<file path="src/sv/fbpa_pkg.sv">
`default_nettype none

package fbpa_pkg;

    // Pool geometry
    localparam int NUM_SLOTS  = 32;
    localparam int SLOT_BYTES = 348;
    localparam int SLOT_IDX_W = (NUM_SLOTS > 1) ? $clog2(NUM_SLOTS) : 1;

    // Field widths
    localparam int ADDR_W     = 32;
    localparam int SIZE_W     = 16;
    localparam int OUT_IDX_W  = 5;
    localparam int OCC_W      = 32;
    localparam int CFG_DATA_W = 32;
    localparam int CFG_ADDR_W = 3;

    typedef enum logic {
        FUNC_ALLOC = 1'b0,
        FUNC_FREE  = 1'b1
    } func_t;

    typedef enum logic [2:0] {
        ST_OK          = 3'd0,
        ST_TOO_LARGE   = 3'd1,
        ST_NO_MEMORY   = 3'd2,
        ST_DOUBLE_FREE = 3'd3,
        ST_INVALID     = 3'd4
    } status_t;

    typedef logic [NUM_SLOTS-1:0]  slot_map_t;
    typedef logic [SLOT_IDX_W-1:0] slot_idx_t;

    typedef struct packed {
        func_t             func;
        logic [SIZE_W-1:0] request_size;
        logic [ADDR_W-1:0] block_address;
    } req_t;

    typedef struct packed {
        status_t              status;
        logic [ADDR_W-1:0]    slot_address;
        logic [OUT_IDX_W-1:0] slot_index;
        logic [OCC_W-1:0]     occupancy_map;
    } res_t;

    // Byte offset of a slot from the pool base; constant per slot index.
    function automatic logic [ADDR_W-1:0] slot_offset(input slot_idx_t idx);
        return ADDR_W'(idx) * ADDR_W'(SLOT_BYTES);
    endfunction

endpackage

`default_nettype wire

</file>
<file path="src/sv/fixed_block_pool_allocator.sv">
// Fixed block pool allocator: hands out and takes back equal-sized slots of a
// buffer pool, one in-use flag per slot.
// Channels: s_ carries requests (tuser = operation: allocate or free, tdata =
// request size and block address); m_ carries one result per request (status,
// granted slot address, slot index, occupancy map after the request).
// pool_base is set through the APB port; write it only while no request is
// in flight. Slot i lies at pool_base + i * slot size.
// A request passes through the input register and then the result register
// before its result shows on m_.
// Throughput: one request per cycle while m_ is not stalled, set by the flag
// register, which takes each request's update in the single cycle the request
// leaves the input register; the next request sees the updated flags directly.
// Reset: every slot free, pool_base zero, both channels empty.
// Receiver stall: the result register holds its transaction; the input
// register takes one more request, then s_tready drops until m_tready returns.
`default_nettype none

module fixed_block_pool_allocator (
    input  logic                             aclk,
    input  logic                             aresetn,
    // Request channel
    input  logic                             s_tvalid,
    output logic                             s_tready,
    input  logic [47:0]                      s_tdata,  // [15:0] request_size,
                                                       // [47:16] block_address
    input  logic [0:0]                       s_tuser,  // [0] func
    // Result channel
    output logic                             m_tvalid,
    input  logic                             m_tready,
    output logic [71:0]                      m_tdata,  // [2:0] status,
                                                       // [34:3] slot_address,
                                                       // [39:35] slot_index,
                                                       // [71:40] occupancy_map
    // Configuration port
    input  logic                             psel,
    input  logic                             penable,
    input  logic                             pwrite,
    input  logic [fbpa_pkg::CFG_ADDR_W-1:0]  paddr,
    input  logic [fbpa_pkg::CFG_DATA_W-1:0]  pwdata,
    output logic [fbpa_pkg::CFG_DATA_W-1:0]  prdata,
    output logic                             pready
);
    import fbpa_pkg::*;

    logic              in_valid_reg;
    req_t              in_req_reg;
    logic              out_valid_reg;
    res_t              out_res_reg;
    logic              advance;
    res_t              core_res;
    logic [ADDR_W-1:0] pool_base;

    fbpa_cfg u_cfg (
        .aclk      (aclk),
        .aresetn   (aresetn),
        .psel      (psel),
        .penable   (penable),
        .pwrite    (pwrite),
        .paddr     (paddr),
        .pwdata    (pwdata),
        .prdata    (prdata),
        .pready    (pready),
        .pool_base (pool_base)
    );

    // Move the held request into the result register when that register is
    // empty or being drained this cycle.
    assign advance  = in_valid_reg && (!out_valid_reg || m_tready);
    assign s_tready = !in_valid_reg || advance;

    // Input register: capture a request transaction
    always_ff @(posedge aclk) begin
        if (!aresetn) begin
            in_valid_reg <= 1'b0;
        end else if (s_tready) begin
            in_valid_reg <= s_tvalid;
        end
    end

    always_ff @(posedge aclk) begin
        if (s_tvalid && s_tready) begin
            in_req_reg.func          <= func_t'(s_tuser[0]);
            in_req_reg.request_size  <= s_tdata[15:0];
            in_req_reg.block_address <= s_tdata[47:16];
        end
    end

    // Slot search and flag update
    fbpa_core u_core (
        .aclk      (aclk),
        .aresetn   (aresetn),
        .step      (advance),
        .req       (in_req_reg),
        .pool_base (pool_base),
        .res       (core_res)
    );

    // Result register: hold until the receiver takes the transaction
    always_ff @(posedge aclk) begin
        if (!aresetn) begin
            out_valid_reg <= 1'b0;
        end else if (advance) begin
            out_valid_reg <= 1'b1;
        end else if (m_tready) begin
            out_valid_reg <= 1'b0;
        end
    end

    always_ff @(posedge aclk) begin
        if (advance) begin
            out_res_reg <= core_res;
        end
    end

    assign m_tvalid = out_valid_reg;
    assign m_tdata  = {out_res_reg.occupancy_map, out_res_reg.slot_index,
                       out_res_reg.slot_address, out_res_reg.status};

    // The request side only stalls when a result is waiting and not taken
    a_stall_cause: assert property (@(posedge aclk) disable iff (!aresetn)
        !s_tready |-> (m_tvalid && !m_tready))
        else $error("request side stalled without a blocked result");

    // A granted slot shows as in use in the reported map
    a_alloc_marks: assert property (@(posedge aclk) disable iff (!aresetn)
        (advance && in_req_reg.func == FUNC_ALLOC && core_res.status == ST_OK)
        |-> core_res.occupancy_map[core_res.slot_index])
        else $error("allocated slot not marked in use");

    // A released slot shows as free in the reported map
    a_free_clears: assert property (@(posedge aclk) disable iff (!aresetn)
        (advance && in_req_reg.func == FUNC_FREE && core_res.status == ST_OK)
        |-> !core_res.occupancy_map[core_res.slot_index])
        else $error("freed slot still marked in use");

endmodule

`default_nettype wire

</file>
<file path="src/sv/fbpa_cfg.sv">
`default_nettype none

module fbpa_cfg (
    input  logic                             aclk,
    input  logic                             aresetn,
    input  logic                             psel,
    input  logic                             penable,
    input  logic                             pwrite,
    input  logic [fbpa_pkg::CFG_ADDR_W-1:0]  paddr,
    input  logic [fbpa_pkg::CFG_DATA_W-1:0]  pwdata,
    output logic [fbpa_pkg::CFG_DATA_W-1:0]  prdata,
    output logic                             pready,
    output logic [fbpa_pkg::ADDR_W-1:0]      pool_base
);
    import fbpa_pkg::*;

    localparam logic REG_POOL_BASE = 1'b0;

    logic                  reg_sel;
    logic                  wr_en;
    logic [ADDR_W-1:0]     pool_base_reg;

    // Word index of the register; byte lane bits are ignored
    assign reg_sel = paddr[CFG_ADDR_W-1];
    assign pready  = 1'b1;
    assign wr_en   = psel && penable && pwrite && pready;

    always_ff @(posedge aclk) begin
        if (!aresetn) begin
            pool_base_reg <= '0;
        end else if (wr_en && (reg_sel == REG_POOL_BASE)) begin
            pool_base_reg <= pwdata;
        end
    end

    always_comb begin
        unique case (reg_sel)
            REG_POOL_BASE: prdata = pool_base_reg;
            default:       prdata = '0;
        endcase
    end

    assign pool_base = pool_base_reg;

endmodule

`default_nettype wire

</file>
<file path="src/sv/fbpa_core.sv">
`default_nettype none

module fbpa_core (
    input  logic                         aclk,
    input  logic                         aresetn,
    input  logic                         step,
    input  fbpa_pkg::req_t               req,
    input  logic [fbpa_pkg::ADDR_W-1:0]  pool_base,
    output fbpa_pkg::res_t               res
);
    import fbpa_pkg::*;

    slot_map_t                    used_reg;
    slot_map_t                    used_next;
    slot_map_t                    free_map;
    slot_map_t                    alloc_onehot;
    slot_map_t                    addr_hit;
    slot_map_t                    hit_onehot;
    slot_idx_t                    alloc_idx;
    slot_idx_t                    hit_idx;
    slot_idx_t                    res_idx;
    logic [ADDR_W-1:0]            offset;
    logic                         too_large;
    logic [SLOT_IDX_W+OUT_IDX_W-1:0] idx_wide;
    logic [NUM_SLOTS+OCC_W-1:0]   occ_wide;

    // Lowest free slot and lowest slot whose base equals the address
    always_comb begin
        free_map     = ~used_reg;
        alloc_onehot = free_map & (~free_map + slot_map_t'(1));
        offset       = req.block_address - pool_base;
        for (int i = 0; i < NUM_SLOTS; i++) begin
            addr_hit[i] = (offset == slot_offset(SLOT_IDX_W'(i)));
        end
        hit_onehot = addr_hit & (~addr_hit + slot_map_t'(1));
        alloc_idx  = '0;
        hit_idx    = '0;
        for (int i = 0; i < NUM_SLOTS; i++) begin
            if (alloc_onehot[i]) alloc_idx = alloc_idx | SLOT_IDX_W'(i);
            if (hit_onehot[i])   hit_idx   = hit_idx | SLOT_IDX_W'(i);
        end
    end

    assign too_large = req.request_size > SIZE_W'(SLOT_BYTES);

    always_comb begin
        used_next        = used_reg;
        res.status       = ST_OK;
        res.slot_address = '0;
        res_idx          = '0;
        unique case (req.func)
            FUNC_ALLOC: begin
                if (too_large) begin
                    res.status = ST_TOO_LARGE;
                end else if (alloc_onehot == '0) begin
                    res.status = ST_NO_MEMORY;
                end else begin
                    used_next        = used_reg | alloc_onehot;
                    res.slot_address = pool_base + slot_offset(alloc_idx);
                    res_idx          = alloc_idx;
                end
            end
            FUNC_FREE: begin
                if (hit_onehot == '0) begin
                    res.status = ST_INVALID;
                end else if ((used_reg & hit_onehot) == '0) begin
                    res.status = ST_DOUBLE_FREE;
                end else begin
                    used_next = used_reg & ~hit_onehot;
                    res_idx   = hit_idx;
                end
            end
            default: res.status = ST_INVALID;
        endcase
        idx_wide          = (SLOT_IDX_W+OUT_IDX_W)'(res_idx);
        res.slot_index    = idx_wide[OUT_IDX_W-1:0];
        occ_wide          = (NUM_SLOTS+OCC_W)'(used_next);
        res.occupancy_map = occ_wide[OCC_W-1:0];
    end

    always_ff @(posedge aclk) begin
        if (!aresetn) begin
            used_reg <= '0;
        end else if (step) begin
            used_reg <= used_next;
        end
    end

endmodule

`default_nettype wire
</file>
<file path="config.mk">
export PLATFORM = sky130hd
export DESIGN_NAME = fixed_block_pool_allocator
export DESIGN_NICKNAME = d
export VERILOG_FILES = /design/src/sv/fbpa_pkg.sv /design/src/sv/fixed_block_pool_allocator.sv /design/src/sv/fbpa_cfg.sv /design/src/sv/fbpa_core.sv
export SDC_FILE = /design/constraint.sdc
export NUM_CORES = 1
export LEC_CHECK = 0
export ABC_AREA = 1
export BUFFER_PORTS_ARGS = -buffer_cell sky130_fd_sc_hd__buf_4
export CAP_MARGIN = 20
export CORE_MARGIN = 2
export CORE_UTILIZATION = 35
export CTS_CLUSTER_DIAMETER = 60
export DETAILED_ROUTE_END_ITERATION = 16
export PLACE_DENSITY = 0.55
export SETUP_SLACK_MARGIN = 0.3
export SYNTH_ARGS = -nofsm -noshare
export SYNTH_HDL_FRONTEND = slang
export SYNTH_SLANG_ARGS = --single-unit
</file>
<file path="constraint.sdc">
create_clock -name aclk -period 18 [get_ports aclk]
set_clock_uncertainty 0.1 [all_clocks]
set_input_delay 1.8 -clock aclk [delete_from_list [all_inputs] [get_ports aclk]]
set_output_delay 1.8 -clock aclk [all_outputs]
set_load 0.05 [all_outputs]
</file>
## After elaboration in Yosys (flattened, before gate mapping)

Cells that the tools add are included.
W data, S select, Z words.

- Register bits: 187
- Input port bits: 91
- Output and inout bits: 107
- Word-level logic and storage cells: 188

- Add/subtract/negate cells: 4
- $mul: 1
- Magnitude comparators: 1
- Equality and inequality tests: 35
- Mux-type cells: 112
- Bitwise logic cells: 11
- Reduce and logical (&&, ||, !) cells: 13

Operators by type and width:

| kind | number |
|---|---|
| $mux W32 | 20 |
| $eq A32 B13 Y1 const B | 12 |
| $eq A32 B14 Y1 const B | 8 |
| $mux W5 | 42 |
| $eq A32 B12 Y1 const B | 6 |
| $and A32 B32 Y32 | 4 |
| $logic_not A32 Y1 | 4 |
| $not A32 Y32 | 4 |
| $eq A32 B11 Y1 const B | 3 |
| $add A32 B1 Y32 const B | 2 |
| $mux W4 | 16 |
| $pmux W32 S2 | 1 |
| $mux W3 | 16 |
| $add A32 B14 Y32 | 1 |
| $eq A32 B10 Y1 const B | 1 |
| $eq A32 B9 Y1 const B | 1 |
| $or A32 B32 Y32 | 1 |
| $sub A32 B32 Y32 | 1 |
| $gt A16 B9 Y1 const B | 1 |
| $mul A5 B7 Y12 const B | 1 |
| $mux W2 | 6 |
| $pmux W5 S2 | 1 |
| $mux W1 | 9 |
| $ne A2 B1 Y1 const B | 3 |
| 6 further kinds | 13 |

## Depth between registers and ports, before layout

Gate-level depths: netlist of the first run.

- Depth after elaboration: 42
- Gate-level depth with buffers: 45
- Gate-level depth less buffers: 45

## Hierarchy

A second synthesis of the first run with hierarchy kept.

- Cell total of the unflattened synthesis: 2151
- Area total of the unflattened synthesis: 14530.2 um^2

By module, submodules not included:

| module | times used | cells each | area each (um^2) | seq. area each (um^2) |
|---|---|---|---|---|
| fbpa_core | 1 | 1736 | 9116.2 | 640.6 |
| fixed_block_pool_allocator | 1 | 134 | 3728.6 | 3673.5 |
| fbpa_cfg | 1 | 281 | 1685.4 | 640.6 |

## Worst setup path after synthesis of the first run

OpenSTA, ideal clock, no wires.

- Path kind: register to register
- From: register u_core.used_reg[6]
- To: register out_res_reg (netlist bit m_tdata[33]), data pin
- Library setup time: 0.254 ns
- Arrival time: 6.400 ns
- Data required time: 17.646 ns
- Slack: 11.246 ns
- Stages on the path, launching flop included: 45
- Buffers on the path: 0
- Period minus slack after synthesis: 6.754 ns
- Path through: dfxtp_1 > nand2_1 > nor2_2 > nand3_2 > nor2_4 > inv_2 > nor2_2 > inv_2 > nor2_4 > inv_2 > nor2_2 > nand2_2 > nor2_2 > nand2_1 > nor3_2 > nand2_1 > o21ai_2 > nor2_2 > [... 9 more ...] > a211oi_1 > o21ai_0 > a21oi_1 > o21ai_0 > xnor2_1 > inv_1 > ha_1 > nand2_1 > o21ai_0 > o21bai_1 > a21boi_1 > nor3_1 > nand2_1 > nor3_2 > nand3_1 > nor2_1 > nand3_1 > o21a_1

- Word-level cells in the longest chain between the ends: 37
- Elaborated cells on any way between the ends: 38
- Classes of those cells: add/sub: 2; mul: 1; mux: 31; bitwise: 3; reduce/logical: 1

RTL lines:

| item | line | text |
|---|---|---|
| start, declared | fbpa_core.sv:13 | `slot_map_t used_reg;` |
| start signal, assigned | fbpa_core.sv:85 | `used_reg <= used_next;` |
| $not A32 Y32 (*) | fbpa_core.sv:29 | `free_map = ~used_reg;` |
| $not A32 Y32 | fbpa_core.sv:30 | `alloc_onehot = free_map & (~free_map + slot_map_t'(1));` |
| $add A32 B1 Y32 | fbpa_core.sv:30 |  |
| $and A32 B32 Y32 (*) | fbpa_core.sv:30 |  |
| $mux W3 (2 in series) | fbpa_core.sv:39 | `if (alloc_onehot[i]) alloc_idx = alloc_idx \| SLOT_IDX_W'(i);` |
| $mux W4 (8 in series) | fbpa_core.sv:39 |  |
| $mux W5 (16 in series) | fbpa_core.sv:39 |  |
| $mul A5 B7 Y12 | fbpa_pkg.sv:49 | `return ADDR_W'(idx) * ADDR_W'(SLOT_BYTES);` |
| $add A32 B14 Y32 | fbpa_core.sv:59 | `res.slot_address = pool_base + slot_offset(alloc_idx);` |
| $mux W32 (*) | fbpa_core.sv:55 | `end else if (alloc_onehot == '0) begin` |
| $mux W32 (*) | fbpa_core.sv:53 | `if (too_large) begin` |
| $mux W32 (*) | fbpa_core.sv:51 | `unique case (req.func)` |
| $mux W32 (*) | fbpa_core.sv:53 |  |
| $mux W32 (*) | fbpa_core.sv:51 |  |
| end signal, assigned | fixed_block_pool_allocator.sv:111 | `out_res_reg <= core_res;` |
| end, declared | fixed_block_pool_allocator.sv:48 | `res_t out_res_reg;` |

Mark *: on every way between the ends. The rest lies on a longest branch, timed or not. The select of a mux whose other input is x is not followed.
A chain may end at the register's enable or synchronous reset.

## Worst setup path in the final report of the first run

- From: register u_core.used_reg[1]
- To: register out_res_reg (netlist bit m_tdata[33]), data pin

- Word-level cells in the longest chain between the ends: 42
- Elaborated cells on any way between the ends: 43
- Classes of those cells: add/sub: 2; mul: 1; mux: 36; bitwise: 3; reduce/logical: 1

RTL lines:

| item | line |
|---|---|
| $not A32 Y32 (*) | fbpa_core.sv:29 |
| $not A32 Y32 | fbpa_core.sv:30 |
| $add A32 B1 Y32 | fbpa_core.sv:30 |
| $and A32 B32 Y32 (*) | fbpa_core.sv:30 |
| $mux W1 | fbpa_core.sv:39 |
| $mux W2 (2 in series) | fbpa_core.sv:39 |
| $mux W3 (4 in series) | fbpa_core.sv:39 |
| $mux W4 (8 in series) | fbpa_core.sv:39 |
| $mux W5 (16 in series) | fbpa_core.sv:39 |
| $mul A5 B7 Y12 | fbpa_pkg.sv:49 |
| $add A32 B14 Y32 | fbpa_core.sv:59 |
| $mux W32 (*) | fbpa_core.sv:55 |
| $mux W32 (*) | fbpa_core.sv:53 |
| $mux W32 (*) | fbpa_core.sv:51 |
| $mux W32 (*) | fbpa_core.sv:53 |
| $mux W32 (*) | fbpa_core.sv:51 |

Marks and branches as above.

==> out/results.md, run 1 <==
Cells and area
- **count of antenna diodes in the layout** 0
- **number of flip-flops in the largest register** 72
- **nets** 2343
- **area occupied by registers** 4950 um^2
- **area of the multi-input gates** 7350 um^2
- **layout overhead on the synthesized area** 18.1%
- **Final Instance Area** 16400 um^2
- **fill count** 4101
- **proportion of layout cells with a drive suffix above 1** 0.138

Global routing
- **maximum number of pins on one net before global-route repair** 66
- **global-route usage over all layers** 0.248
- **Global Route met2 Usage** 0.393
- **via count of the first global-routing pass** 13.4k
- **global routing's busiest layer** met2
- **Overflow after GRT** 0
- **global-route met1 utilization** 0.340
- **GR Layer Usage met3** 0.0482
- **antenna violations before repair** 0
- **wire length of the first global-routing pass** 77.9 mm

Clocking
- **Inserted Clock Buffers** 17
- **clock latency at the later pin of the worst-skew pair** 480 ps
- **CTS root buf** sky130_fd_sc_hd__clkbuf_16
- **count of instances resized after the clock tree is built** 0
- **total clock sinks** 187
- **clock tree from TritonCTS** built
- **Clock H-tree levels** 4
- **Clock Tree Buf Depth** 2
- **number of buffers added for setup after CTS** 0
- **total of hold buffers inserted after clock tree synthesis** 0
- **clock transition at the registers of the reported paths** 80 ps

Synth
- **number of distinct library cell variants in the gate-level netlist after synthesis** 64
- **top post-synthesis cells by area** sky130_fd_sc_hd__edfxtp_1 (26%), sky130_fd_sc_hd__nand2_1 (13%), sky130_fd_sc_hd__dfxtp_1 (9.5%)
- **commonest register cell after synthesis** sky130_fd_sc_hd__edfxtp_1
- **leading post-synthesis cells by instance count** sky130_fd_sc_hd__nand2_1 (473), sky130_fd_sc_hd__inv_1 (331), sky130_fd_sc_hd__nor2_1 (250)
- **cell type with the largest total area after synthesis** sky130_fd_sc_hd__edfxtp_1
- **Syn Std Cell Area** 13900 um^2
- **sequential-to-total area share from yosys stat** 0.357
- **count of warnings emitted by yosys** 0
- **average size of a mapped cell** 6.91 um^2
- **post-synthesis net count** 2170
- **portion of synthesized cell area occupied by the leading cell type** 0.262
- **proportion of synthesized flip-flops having asynchronous set or reset** 0
- **most instantiated library cell after synthesis** sky130_fd_sc_hd__nand2_1
- **Post-Synthesis Cells** 2005
- **count of state elements after synthesis** 187
- **number of synthesized flops with an enable pin** 121

Floorplanning
- **height of the die** 203 um
- **horizontal die dimension** 203 um
- **Die Footprint** 41200 um^2
- **number of top-level design ports** 198
- **starting utilization of the core area** 0.356
- **Core Footprint** 38900 um^2
- **Site Rows** 72

Pwr
- **total internal power** 727 uW
- **Peak supply drop** 67.5 uV
- **Gate power share** 0.214
- **switching share of power** 0.341
- **sequential share of power** 0.443
- **total design power** 1100 uW
- **clock network fraction of design power** 0.343
- **Leakage Power** 0.00754 uW
- **P per Cell Area** 67.4 nW/um^2
- **net load switching power** 377 uW

Setup path
- **Worst path depth** 39
- **WP buf/inv** 7
- **biggest cell delay along the critical path** 660 ps
- **critical path capture point type** register
- **FF-to-FF path depth** 39
- **slowest cell on the critical path** sky130_fd_sc_hd__a2111oi_0
- **critical path fanouts, max** 6
- **library cell appearing most often on the critical path** sky130_fd_sc_hd__nand2_1
- **category of the worst setup path launch point** register
- **critical path data arrival time** 8580 ps
- **family of cells with the greatest summed delay on the critical path** simple AND/OR/NAND/NOR gates
- **class of the most critical setup path** register to register
- **data required time of the worst path** 18120 ps

Place
- **Post-DP HPWL** 41.0 mm
- **final weighted congestion in routability-driven placement** 0.963
- **Setup Slack @ Placement** 9650 ps
- **Placed Instance Area** 15800 um^2
- **count of input and output buffers** 194

STA
- **setup repair after global routing missed its margin** false
- **worst slew margin relative to its limit** 0.439
- **Slew Limit Fails** 0
- **highest clock frequency the design can meet** 0.118 GHz
- **final-layout worst hold slack** 371 ps
- **Tcrit/Tclk final** 0.470
- **final hold violation count** 0
- **Setup WS post-layout** 9540 ps
- **measured slew at the worst slew-check pin** 835 ps
- **Total Negative Setup Slacks** 0 ps
- **final worst path period need** 8460 ps
- **final setup fails** 0

Route
- **DRC Markers** 0
- **first-pass iteration count of the detailed router** 5
- **total wire length** 50.7 mm
- **Final ANT Viol Nets** 0
- **total via count in the routed design** 13.9k
- **Avg Vias per Cell** 5.14
- **DR WL/cell** 18.7 um
- **Iteration-0 DRC Markers** 992

Run status
- **status** complete, no violations

Flow run
- **Max-Cap Viols** 0

Worst hold path
- **worst min path class** register to register
- **Hold Path Depth** 2

==> per-layer routing <==
layer,share of wire,up-vias
met3,0.072,68
li1,-,6912
met4,0.024,0
met5,0,-
met2,0.45,511
met1,0.45,6437
==> cells by family (layout without fill, tap and decap cells) <==
| logic type | Yosys count | count (layout) | synth area share |
|---|---|---|---|
| and+or+nand+nor | 1047 | 1047 | 0.334 |
| buffers and inverters | 398 | 584 | 0.112 |
| AOI/OAI and AO/OA | 275 | 275 | 0.109 |
| DFF | 187 | 187 | 0.357 |
| adders and majority gates | 74 | 74 | 0.0706 |
| xor gates and xnor gates | 23 | 23 | 0.0162 |
| other | 1 | 1 | 0.000270 |
==> power by group through the flow <==
stage / clock network, uW / registers [uW] / logic, uW
after detailed placement: 0 / 498 / 234
after global routing: 403 / 491 / 261
after floorplan: 0 / 521 / 133
final: 379 / 489 / 237
after global placement: 0 / 499 / 234
after CTS: 387 / 489 / 235
==> worst min-delay path: cells and delay by family (launching register included) <==
family                 cells  cell delay [ps]
AOI/OAI and AO/OA          1               50
DFF                        1              330
buffers and inverters      1               50
==> cell usage in the layout, fill, tap and decap left out, types with 5 or more instances in the layout <==
master,count
sky130_fd_sc_hd__nand2_1,473
sky130_fd_sc_hd__inv_1,329
sky130_fd_sc_hd__nor2_1,250
sky130_fd_sc_hd__buf_4,202
sky130_fd_sc_hd__edfxtp_1,121
sky130_fd_sc_hd__nand3_1,105
sky130_fd_sc_hd__a21oi_1,101
sky130_fd_sc_hd__o21ai_0,87
sky130_fd_sc_hd__nor3_1,73
sky130_fd_sc_hd__ha_1,67
sky130_fd_sc_hd__dfxtp_1,66
sky130_fd_sc_hd__nand4_1,54
sky130_fd_sc_hd__o21ai_1,34
sky130_fd_sc_hd__nor4_1,29
sky130_fd_sc_hd__nor2_2,18
sky130_fd_sc_hd__clkbuf_16,17
sky130_fd_sc_hd__inv_2,13
sky130_fd_sc_hd__nand2_2,12
sky130_fd_sc_hd__xnor2_1,11
sky130_fd_sc_hd__xor2_1,9
sky130_fd_sc_hd__nand3_2,7
sky130_fd_sc_hd__a31oi_1,7
sky130_fd_sc_hd__fa_1,7
sky130_fd_sc_hd__clkinv_1,6
sky130_fd_sc_hd__o31ai_1,6
sky130_fd_sc_hd__o22ai_1,6
sky130_fd_sc_hd__nand3b_1,5
sky130_fd_sc_hd__o21a_1,5
==> through the flow <==
stage               std cells   util
finish                   2709  0.421
global placement         2676  0.406
floorplan                2005      -
detailed placement       2676  0.406
global route             2709  0.421
CTS                      2708  0.420
==> path summary, 6_finish.rpt <==
| path | end | start | slack (ps) |
|---|---|---|---|
| max | m_tdata[33]$_SDFFCE_PP0P_ | u_core.used_reg[1]$_SDFFE_PN0P_ | 9540 |
| max reg2reg | m_tdata[33]$_SDFFCE_PP0P_ | u_core.used_reg[1]$_SDFFE_PN0P_ | 9540 |
| min reg2reg | m_tvalid$_SDFFE_PN0P_ | in_valid_reg$_SDFFE_PN0P_ | 370 |
| min | m_tvalid$_SDFFE_PN0P_ | in_valid_reg$_SDFFE_PN0P_ | 370 |
==> layout make-up <==
type	count	area share
Tap cell	518	0.0396
Clock inverter	14	0.00803
Timing Repair Buffer	203	0.0939
Sequential cell	187	0.303
Clock buffer	18	0.0262
Multi-Input combinational cell	1420	0.449
Inverter	349	0.0806
Note: power is estimated with default switching activity, not from simulation.
==> run 2: changes to the inputs <==
Clock period 18 ns to 8.5 ns, I/O delays scaled along.
==> out/results.md, run 2 (same netlist as run 1, synthesis figures left out) <==
Run status
- **status** complete, no violations

Route
- **Final ANT Viol Nets** 0
- **first-pass iteration count of the detailed router** 5
- **total wire length** 51.2 mm
- **DR WL/cell** 18.8 um
- **Iteration-0 DRC Markers** 912
- **Avg Vias per Cell** 5.14
- **DRC Markers** 0
- **total via count in the routed design** 14.0k

Worst hold path
- **worst min path class** register to register

Cells and area
- **leading cell type in the layout, fill and taps excluded** sky130_fd_sc_hd__nand2_1
- **layout overhead on the synthesized area** 19.1%
- **proportion of layout cells with a drive suffix above 1** 0.145
- **count of antenna diodes in the layout** 0
- **number of flip-flops in the largest register** 72
- **fill count** 4176
- **nets** 2354
- **most frequent cells in the layout** sky130_fd_sc_hd__nand2_1 (473), sky130_fd_sc_hd__inv_1 (329), sky130_fd_sc_hd__nor2_1 (250)

STA
- **final hold violation count** 0
- **setup repair after global routing missed its margin** false
- **final worst path period need** 7500 ps
- **highest clock frequency the design can meet** 0.133 GHz
- **final setup fails** 0
- **Slew Limit Fails** 0
- **Total Negative Setup Slacks** 0 ps
- **measured slew at the worst slew-check pin** 800 ps
- **worst slew margin relative to its limit** 0.462
- **Tcrit/Tclk final** 0.882
- **final-layout worst hold slack** 377 ps

Pwr
- **clock network fraction of design power** 0.355
- **Peak supply drop** 134 uV
- **total internal power** 1620 uW
- **sequential share of power** 0.435
- **switching share of power** 0.321
- **Gate power share** 0.211
- **P per Cell Area** 144 nW/um^2
- **Leakage Power** 0.00762 uW
- **net load switching power** 766 uW

Setup path
- **critical path data arrival time** 7620 ps
- **class of the most critical setup path** register to register
- **biggest cell delay along the critical path** 390 ps
- **critical path capture point type** register
- **critical path fanouts, max** 7
- **slowest cell on the critical path** sky130_fd_sc_hd__fa_1
- **category of the worst setup path launch point** register
- **data required time of the worst path** 8620 ps

Global routing
- **wire length of the first global-routing pass** 78.8 mm
- **Overflow after GRT** 0
- **antenna violations before repair** 1
- **global-route usage over all layers** 0.251
- **via count of the first global-routing pass** 13.4k
- **maximum number of pins on one net before global-route repair** 66

Floorplanning
- **Die Footprint** 41200 um^2
- **Core Footprint** 38900 um^2
- **horizontal die dimension** 203 um
- **height of the die** 203 um
- **Site Rows** 72
- **starting utilization of the core area** 0.356
- **number of top-level design ports** 198

Place
- **count of input and output buffers** 194
- **final weighted congestion in routability-driven placement** 0.955
- **Post-DP HPWL** 41.3 mm

Clocking
- **clock tree from TritonCTS** built
- **Inserted Clock Buffers** 17
- **Clock Tree Buf Depth** 2
- **CTS root buf** sky130_fd_sc_hd__clkbuf_16
- **clock latency at the later pin of the worst-skew pair** 470 ps
- **total clock sinks** 187
- **clock transition at the registers of the reported paths** 70 ps
- **Clock H-tree levels** 4

Flow run
- **Max-Cap Viols** 0

run 2: through the flow:
step | setup WS (ps) | std cells | power [uW] | util | instance area, um^2
global route | 304 | 2720 | 2490 | 0.424 | 16500
detailed placement | 540 | 2683 | 1550 | 0.407 | 15800
floorplan | 1750 | 2005 | 1380 | - | 13900
finish | 1000 | 2720 | 2380 | 0.424 | 16500
CTS | 486 | 2715 | 2400 | 0.422 | 16400
global placement | 643 | 2683 | 1550 | 0.407 | 15800
run 2: repair_timing:
item,CTS,global route
hold buffers,0,0
buffers inserted,0,4
setup endpoints to repair,0,11
resized for setup,0,9
run 2: cell type report:
type                    instances  area [um^2]  share of cell area
repair buffers                214         1620              0.0981
flip-flops and latches        187         4960               0.300
clock buffers                  18          429              0.0260
well taps                     518          648              0.0393
inverters                     349         1320              0.0799
clock inverters                14          165              0.0100
multi-input cells            1420         7370               0.447
run 2: final timing paths:
check / startpoint / end / slack, ps / cells after the start
max reg2reg: u_core.used_reg[0]$_SDFFE_PN0P_ / m_tdata[28]$_SDFFCE_PP0P_ / 1000 / 40
min: in_valid_reg$_SDFFE_PN0P_ / m_tvalid$_SDFFE_PN0P_ / 380 / 2
min reg2reg: in_valid_reg$_SDFFE_PN0P_ / m_tvalid$_SDFFE_PN0P_ / 380 / 2
max: u_core.used_reg[0]$_SDFFE_PN0P_ / m_tdata[28]$_SDFFCE_PP0P_ / 1000 / 40
run 2: power by group through the flow:
stage	logic [uW]	registers, uW	clock network [uW]
3_5_place_dp	498	1060	0
2_1_floorplan	281	1100	0
6_report	502	1040	846
5_1_grt	555	1040	896
3_3_place_gp	498	1060	0
4_1_cts	499	1040	868
run 2: worst max-delay path, delay by kind of cell, from the launching register on:
family	cells	cell delay, ps
adders and majority gates	4	1300
DFF	1	370
and+or+nand+nor	16	2400
AOI/OAI and AO/OA	9	1860
buffers and inverters	10	1030
xor gates and xnor gates	1	160
run 2: routing by layer:
metal  track usage  wire (um)  vias to the layer above
met4        0.0959       1770                        2
li1              -          -                     6942
met3        0.0456       3360                       95
met5             0         13                        -
met1         0.339      23200                     6431
met2         0.400      22900                      499
